--- config.mk ---
export PLATFORM = sky130hd
export DESIGN_NAME = spi2d_cell
export DESIGN_NICKNAME = d
export VERILOG_FILES = /design/src/sv/spi2d_pkg.sv /design/src/sv/spi2d_cell.sv
export SDC_FILE = /design/constraint.sdc
export NUM_CORES = 1
export LEC_CHECK = 0
export BUFFER_PORTS_ARGS = -buffer_cell sky130_fd_sc_hd__clkbuf_2
export CORE_UTILIZATION = 45
export DETAILED_ROUTE_END_ITERATION = 10
export PLACE_DENSITY = 0.72
export SLEW_MARGIN = 20
export SYNTH_ARGS = -nofsm -noshare
export SYNTH_HDL_FRONTEND = slang
export SYNTH_SLANG_ARGS = --single-unit
--- constraint.sdc ---
create_clock -name clk -period 1.37 [get_ports clk]
set_input_delay 0 -clock clk [delete_from_list [all_inputs] [get_ports clk]]
set_output_delay 0 -clock clk [all_outputs]
set_load 0.01 [all_outputs]
--- src/sv/spi2d_pkg.sv ---
// ============================================================================
// spi2d_pkg
// Shared types, constants and outcome codes of the segment intersection block.
// ============================================================================
`default_nettype none
package spi2d_pkg;
    localparam int COORD_BITS_DEF    = 16;
    localparam int FRACTION_BITS_DEF = 16;
    localparam int TOL_BITS          = 34;

    typedef enum logic [1:0] {
        OUT_INTERSECT = 2'd0,
        OUT_PARALLEL  = 2'd1,
        OUT_OUTSIDE_A = 2'd2,
        OUT_OUTSIDE_B = 2'd3
    } outcome_t;

    typedef struct packed {
        logic     vld;
        logic     hit;
        outcome_t outcome;
    } ctl_t;
endpackage
`default_nettype wire

--- src/sv/spi2d_cell.sv ---
// ============================================================================
// spi2d_cell
// One restoring division step: takes a partial remainder, emits one quotient bit.
// ============================================================================
`default_nettype none
module spi2d_cell #(
    parameter int RW = 34,
    parameter int QW = 17
) (
    input  wire logic               clk,
    input  wire logic               rst_n,
    input  wire logic               en,
    input  wire spi2d_pkg::ctl_t    ctl_in,
    input  wire logic [RW-1:0]      rem_in,
    input  wire logic [RW-1:0]      den_in,
    input  wire logic [QW-1:0]      quo_in,
    input  wire logic               first,
    output spi2d_pkg::ctl_t         ctl_out,
    output logic      [RW-1:0]      rem_out,
    output logic      [RW-1:0]      den_out,
    output logic      [QW-1:0]      quo_out
);
    spi2d_pkg::ctl_t ctl_reg;
    logic [RW-1:0] rem_reg, rem_next, den_reg;
    logic [QW-1:0] quo_reg, quo_next;
    logic [RW:0]   shifted;

    always_comb
    begin
        shifted = first ? {1'b0, rem_in} : {rem_in, 1'b0};
        if (shifted >= {1'b0, den_in})
        begin
            rem_next = RW'(shifted - {1'b0, den_in});
            quo_next = {quo_in[QW-2:0], 1'b1};
        end
        else
        begin
            rem_next = RW'(shifted);
            quo_next = {quo_in[QW-2:0], 1'b0};
        end
    end

    always_ff @(posedge clk or negedge rst_n)
    begin
        if (!rst_n)
        begin
            ctl_reg <= '0;
        end
        else if (en)
        begin
            ctl_reg <= ctl_in;
        end
    end

    always_ff @(posedge clk)
    begin
        if (en)
        begin
            rem_reg <= rem_next;
            den_reg <= den_in;
            quo_reg <= quo_next;
        end
    end

    assign ctl_out = ctl_reg;
    assign rem_out = rem_reg;
    assign den_out = den_reg;
    assign quo_out = quo_reg;
endmodule
`default_nettype wire

# [Word-level counts from Yosys, hierarchy flattened]
# Index checks and enable logic that the tools add are counted.
[word_totals] register_bits=89 latchBits=0 ram_bits=0 mem_bits_ro=0 mem_count=0
[op_classes] add_sub_neg=1 multipliers=0 div=0 order_cmp=1 eq_ne=0 shift=0 muxes=3 n_bitwise=0 n_reduce_logical=0
[ops] cell="35-bit by 34-bit greater-or-equal comparator with 1-bit output" n=1
[ops] cell="35-bit two-way mux" n=1
[ops] cell="34-bit two-way mux" n=1
[ops] cell="34-bit subtractor" n=1
[ops] cell="1-bit two-way mux" n=1

# [Logic depth before layout (Yosys ltp)]
[depth] ltp_word=3 ltp_mapped=16

# [Worst setup path after synthesis]
# OpenSTA, ideal clock, no wires.
[synth_path] kind="input to register" start="input port first" end="register rem_reg[1], in the netlist rem_out[1], data pin" setup_time_ns=0.253 arrival_time_ns=2.940 required_ns=1.117 setup_slack_ns=-1.823 path_stages=16 path_buffers=5 path_cell_list="buf_2 -> buf_1 -> mux2_2 -> ha_1 -> buf_6 -> a211oi_2 -> o21ai_1 -> a41oi_2 -> o21ai_2 -> or2_4 -> a211oi_4 -> inv_2 -> buf_6 -> buf_2 -> nor2_1 -> nor2_1"
[synth_via] elab_chain_len=3
[synth_rtl] item="start: declaration" line_no="spi2d_cell.sv:17" source="input wire logic first,"
[synth_rtl] item="35-bit two-way mux (*)" line_no="spi2d_cell.sv:30" source="shifted = first ? {1'b0, rem_in} : {rem_in, 1'b0};"
[synth_rtl] item="34-bit subtractor / 35-bit by 34-bit greater-or-equal comparator with 1-bit output (equally long branches)" line_no="spi2d_cell.sv:33, spi2d_cell.sv:31"
[synth_rtl] item="34-bit two-way mux (*)" line_no="spi2d_cell.sv:31" source="if (shifted >= {1'b0, den_in})"
[synth_rtl] item="via rem_next[1]" line_no="spi2d_cell.sv:24" source="logic [RW-1:0] rem_reg, rem_next, den_reg;"
[synth_rtl] item="end signal: assignment" line_no="spi2d_cell.sv:59" source="rem_reg <= rem_next;"
[synth_rtl] item="end: declaration" line_no="spi2d_cell.sv:24"
# The timed path passes the listed nets; every way through them passes the cells marked *.
# A chain may end at the register's enable or synchronous reset.

# [Worst setup path after layout]
[layout_path] start="input port first" end="register rem_reg[31], in the netlist rem_out[31], data pin"
# Same word-level chain as after synthesis.

==> report_table.html <==
<table>
<tr><th>Metric</th><th>Value</th></tr>
<tr><th colspan="2">Yosys</th></tr>
<tr><td>Number of warnings reported in the yosys synthesis log</td><td>0</td></tr>
<tr><td>Number of flops mapped to enable cells by yosys</td><td>85</td></tr>
<tr><td>Async set-reset flop share out of synthesis</td><td>4.494%</td></tr>
<tr><td>Number of distinct library cells after synthesis</td><td>58</td></tr>
<tr><td>Proportion of synthesized chip area in sequential cells</td><td>47.27%</td></tr>
<tr><td>Flops &amp; latches, synth</td><td>89</td></tr>
<tr><td>Most frequently used flop master after synthesis</td><td>edfxtp_1</td></tr>
<tr><td>Net count after synthesis</td><td>641</td></tr>
<tr><td>Synthesized area per cell</td><td>10.96 µm²</td></tr>
<tr><td>Number of standard cells after synthesis</td><td>512</td></tr>
<tr><td>Post-synthesis instance area</td><td>5612 µm²</td></tr>
<tr><th colspan="2">Die</th></tr>
<tr><td>Initial cell density of the core</td><td>46.52%</td></tr>
<tr><td>Chip width</td><td>113.7 µm</td></tr>
<tr><td>Die Ht</td><td>113.7 µm</td></tr>
<tr><td>Overall die area</td><td>12,920 µm²</td></tr>
<tr><td>Site row count</td><td>40</td></tr>
<tr><td>Core box area</td><td>12,060 µm²</td></tr>
<tr><td>I/O Pins</td><td>182</td></tr>
<tr><th colspan="2">Setup path</th></tr>
<tr><td>Kind of launch point of the worst setup path</td><td>primary input</td></tr>
<tr><td>Setup CP Type</td><td>primary input to flop</td></tr>
<tr><td>Type of element capturing the critical path</td><td>flop</td></tr>
<tr><td>Cell breakdown of the critical path</td><td>clkbuf_16 -&gt; buf_12 -&gt; mux2_4 -&gt; buf_4 -&gt; ha_1 -&gt; nand2_1 -&gt; nor2_4 -&gt; o21ai_4 -&gt; a2111oi_4 -&gt; or2_4 -&gt; a211oi_4 -&gt; a221o_1 -&gt; or3_1</td></tr>
<tr><td>Largest stage delay on the critical path</td><td>0.39 ns</td></tr>
<tr><td>CP required</td><td>1.46 ns</td></tr>
<tr><td>Data arrival at the endpoint of the critical path</td><td>2.73 ns</td></tr>
<tr><td>Maximum fanout along the worst path</td><td>7</td></tr>
<tr><td>Critical-path top delay cell</td><td>a2111oi_4</td></tr>
<tr><td>Combined buffer and inverter count along the critical path</td><td>3</td></tr>
<tr><td>Cell family with the largest share of critical-path delay</td><td>compound AO/OA/AOI/OAI gates</td></tr>
<tr><th colspan="2">Min path</th></tr>
<tr><td>Class of the most critical hold timing path</td><td>primary input to flop</td></tr>
<tr><th colspan="2">Flow run</th></tr>
<tr><td>Maximum capacitance violations</td><td>0</td></tr>
<tr><th colspan="2">STA</th></tr>
<tr><td>Count of final max-slew check failures</td><td>0</td></tr>
<tr><td>Final worst path period need</td><td>2.647 ns</td></tr>
<tr><td>Setup violations, final</td><td>35</td></tr>
<tr><td>Max Clock Freq</td><td>0.3778 GHz</td></tr>
<tr><td>RSZ-0062 raised after global routing</td><td>yes</td></tr>
<tr><td>Share of the clock period used by the worst path</td><td>193.2%</td></tr>
<tr><td>Final hold viol count</td><td>0</td></tr>
<tr><td>Final WS setup</td><td>-1.277 ns</td></tr>
<tr><td>Transition time of the tightest slew-check pin</td><td>0.3464 ns</td></tr>
<tr><td>Rel. slew slack</td><td>76.31%</td></tr>
<tr><td>Setup skew after layout</td><td>0 ns</td></tr>
<tr><th colspan="2">Pwr</th></tr>
<tr><td>Post-layout total power</td><td>0.01020 W</td></tr>
<tr><td>Power density of the placed cells</td><td>1053 nW/µm²</td></tr>
<tr><td>Worst IR Drop VDD</td><td>662.5 µV</td></tr>
<tr><td>Leakage power total</td><td>4.385 nW</td></tr>
<tr><th colspan="2">Clock network</th></tr>
<tr><td>Cell chosen for the clock root</td><td>clkbuf_16</td></tr>
<tr><td>Number of levels in the clock H-tree</td><td>3</td></tr>
<tr><td>Number of buffers added by the clock tree synthesis step</td><td>9</td></tr>
<tr><td>Worst skew pair latency</td><td>0.34 ns</td></tr>
<tr><td>Longest Clk Path Bufs</td><td>2</td></tr>
<tr><td>Clock sinks</td><td>89</td></tr>
<tr><td>Clock-pin slew on the worst setup and hold paths</td><td>0.07 ns</td></tr>
<tr><td>Clock tree from TritonCTS</td><td>yes</td></tr>
<tr><th colspan="2">Global routing</th></tr>
<tr><td>Maximum number of pins on one net before global-route repair</td><td>57</td></tr>
<tr><td>Initial antenna violation count</td><td>0</td></tr>
<tr><td>Via count of the first global-routing pass</td><td>6,079</td></tr>
<tr><td>Global Route Usage Sum</td><td>30.10%</td></tr>
<tr><td>First-pass GRT wire length</td><td>29.68 mm</td></tr>
<tr><td>Final global-route overflow total</td><td>0</td></tr>
<tr><th colspan="2">Finish</th></tr>
<tr><td>Final instance count without filler cells</td><td>1,084</td></tr>
<tr><td>Fraction of final layout cells with drive strength greater than 1</td><td>54.91%</td></tr>
<tr><td>Area Overhead vs Synth</td><td>72.64%</td></tr>
<tr><td>Count of nets after finishing</td><td>1,040</td></tr>
<tr><td>Number of antenna cells inserted</td><td>0</td></tr>
<tr><th colspan="2">Place</th></tr>
<tr><td>Number of placed instances, taps included</td><td>980</td></tr>
<tr><td>Gp weighted congestion</td><td>0.9000</td></tr>
<tr><td>Post-detailed-placement half-perimeter wirelength</td><td>12.32 mm</td></tr>
<tr><td>Count of input and output buffers</td><td>180</td></tr>
<tr><th colspan="2">Detailed routing</th></tr>
<tr><td>Routed WL</td><td>19.44 mm</td></tr>
<tr><td>DRC errors left</td><td>0</td></tr>
<tr><td>Number of vias after detailed routing</td><td>5,672</td></tr>
<tr><td>Vias per inst</td><td>5.232</td></tr>
<tr><td>DR iter-0 viols</td><td>427</td></tr>
<tr><td>Routed Antenna Nets</td><td>0</td></tr>
<tr><td>Wire per inst</td><td>17.93 µm</td></tr>
<tr><td>Iteration count of the initial detailed-routing pass</td><td>4</td></tr>
<tr><th colspan="2">Run status</th></tr>
<tr><td>Outcome</td><td>finished, violations left</td></tr>
<tr><td>Violations in the final reports</td><td>setup timing</td></tr>
</table>
cells by family after synthesis:
| logic type | count (synthesis) | share of synthesized area (%) |
|---|---|---|
| adders and majority gates | 36 | 8.161 |
| muxes | 46 | 9.231 |
| buffers and inverters | 67 | 5.239 |
| DFF | 89 | 47.27 |
| xor gates and xnor gates | 25 | 3.902 |
| AOI/OAI and AO/OA | 137 | 16.52 |
| and+or+nand+nor | 112 | 9.677 |
routing by layer:
metal / GRT usage, % / share of wire [%] / up-vias
met3: 5.260 / 6.0 / 52
met5: 0 / 0 / -
met1: 34.67 / 40 / 2694
li1: - / - / 2705
met2: 53.46 / 50 / 221
met4: 15.79 / 3.9 / 0
final cells by class:
| type | count | area, µm² |
|---|---|---|
| clock buffers | 9 | 225.2 |
| clock inverters | 7 | 91.34 |
| fillers | 730 | 2374 |
| inverters | 47 | 178.9 |
| multi-input cells | 356 | 3311 |
| flip-flops and latches | 89 | 2653 |
| well taps | 168 | 210.2 |
| repair buffers | 408 | 3019 |
registers in the layout, indices dropped and copies added, names as in the netlist:
register / cells
quo_out: 17
ctl_out: 4
rem_out: 34
den_out: 34
layout by cell type, fill, tap and decap left out, drive strengths merged, types with 3 or more instances in the layout:
cell         instances
nand2b               7
o21a                 6
a21boi               3
o21ai               22
inv                 49
o21bai               4
xor2                 8
nor3                 7
xnor2               17
buf                172
clkbuf             189
a21oi               52
mux2                46
dfrtp                4
and3                 5
o211ai               3
nand3               11
a211oi               3
nor2                47
a21o                15
a2111oi              4
ha                  35
or3                  4
clkinv               3
edfxtp              85
a31oi                6
nand4                7
o2111ai              4
dlygate4sd3         56
and4                 4
a211o                3
nand2               16
final timing paths:
| path | startpoint | end | slack, ns | cells after the start |
|---|---|---|---|---|
| min in group asynchronous | rst_n | ctl_out[0]$_DFFE_PN0P_ | 0.56 | 3 |
| max in group asynchronous | rst_n | ctl_out[1]$_DFFE_PN0P_ | 0.65 | 3 |
| max | first | rem_out[31]$_DFFE_PP_ | -1.28 | 13 |
| max reg2reg | ctl_out[2]$_DFFE_PN0P_ | ctl_out[2]$_DFFE_PN0P_ | 0.59 | 1 |
| min reg2reg | ctl_out[1]$_DFFE_PN0P_ | ctl_out[1]$_DFFE_PN0P_ | 0.52 | 1 |
| min | en | den_out[30]$_DFFE_PP_ | 0.03 | 1 |
synth_stat cells (4+ instances only):
cell type / count / area [µm²]
nand2b_1: 7 / 43.79
xnor2_1: 17 / 148.9
nor2_1: 47 / 176.4
ha_1: 35 / 437.9
and3_1: 4 / 25.02
buf_2: 7 / 35.03
dfrtp_1: 4 / 100.1
o21bai_1: 4 / 30.03
a21o_1: 15 / 112.6
edfxtp_1: 85 / 2552
nand4_1: 7 / 43.79
or3_1: 4 / 25.02
a31oi_1: 6 / 37.54
o21ai_0: 17 / 85.08
inv_1: 46 / 172.7
mux2_2: 46 / 518.0
o21a_1: 6 / 45.04
nor3_1: 6 / 30.03
buf_6: 4 / 45.04
o2111ai_1: 4 / 35.03
nand3_1: 11 / 55.05
xor2_1: 8 / 70.07
nand2_1: 16 / 60.06
and4_1: 4 / 35.03
a21oi_1: 50 / 250.2
through the flow:
stage | cell area (µm²) | setup TNS, ns | hold WS, ns | setup slack [ns] | util [%]
floorplan | 5929 | -46.88 | -0.2956 | -1.424 | -
global placement | 7961 | -55.48 | -0.1961 | -1.662 | 66.01
global route | 9688 | -44.89 | 0.02782 | -1.334 | 80.32
CTS | 9577 | -40.05 | 0.02739 | -1.208 | 79.40
finish | 9688 | -42.00 | 0.02829 | -1.277 | 80.32
detailed placement | 7961 | -59.59 | -0.1903 | -1.778 | 66.01
power breakdown:
group	switching, W	internal (W)	total (W)	leakage, nW
Sequential	0.000105	0.00339	0.00349	0.880
Clock	0.00109	0.00160	0.00268	0.158
Combinational	0.00193	0.00209	0.00402	3.35
Total	0.00312	0.00708	0.0102	4.39
repair_timing:
action,CTS,global route
cloned,6,1
endpoints found under the setup margin,35,35
resized for setup,88,20
hold buffers,56,0
hold endpoints to repair,58,0
setup buffers,23,3
pin swaps,20,8
No activity file was read; power rests on OpenSTA's default activity.
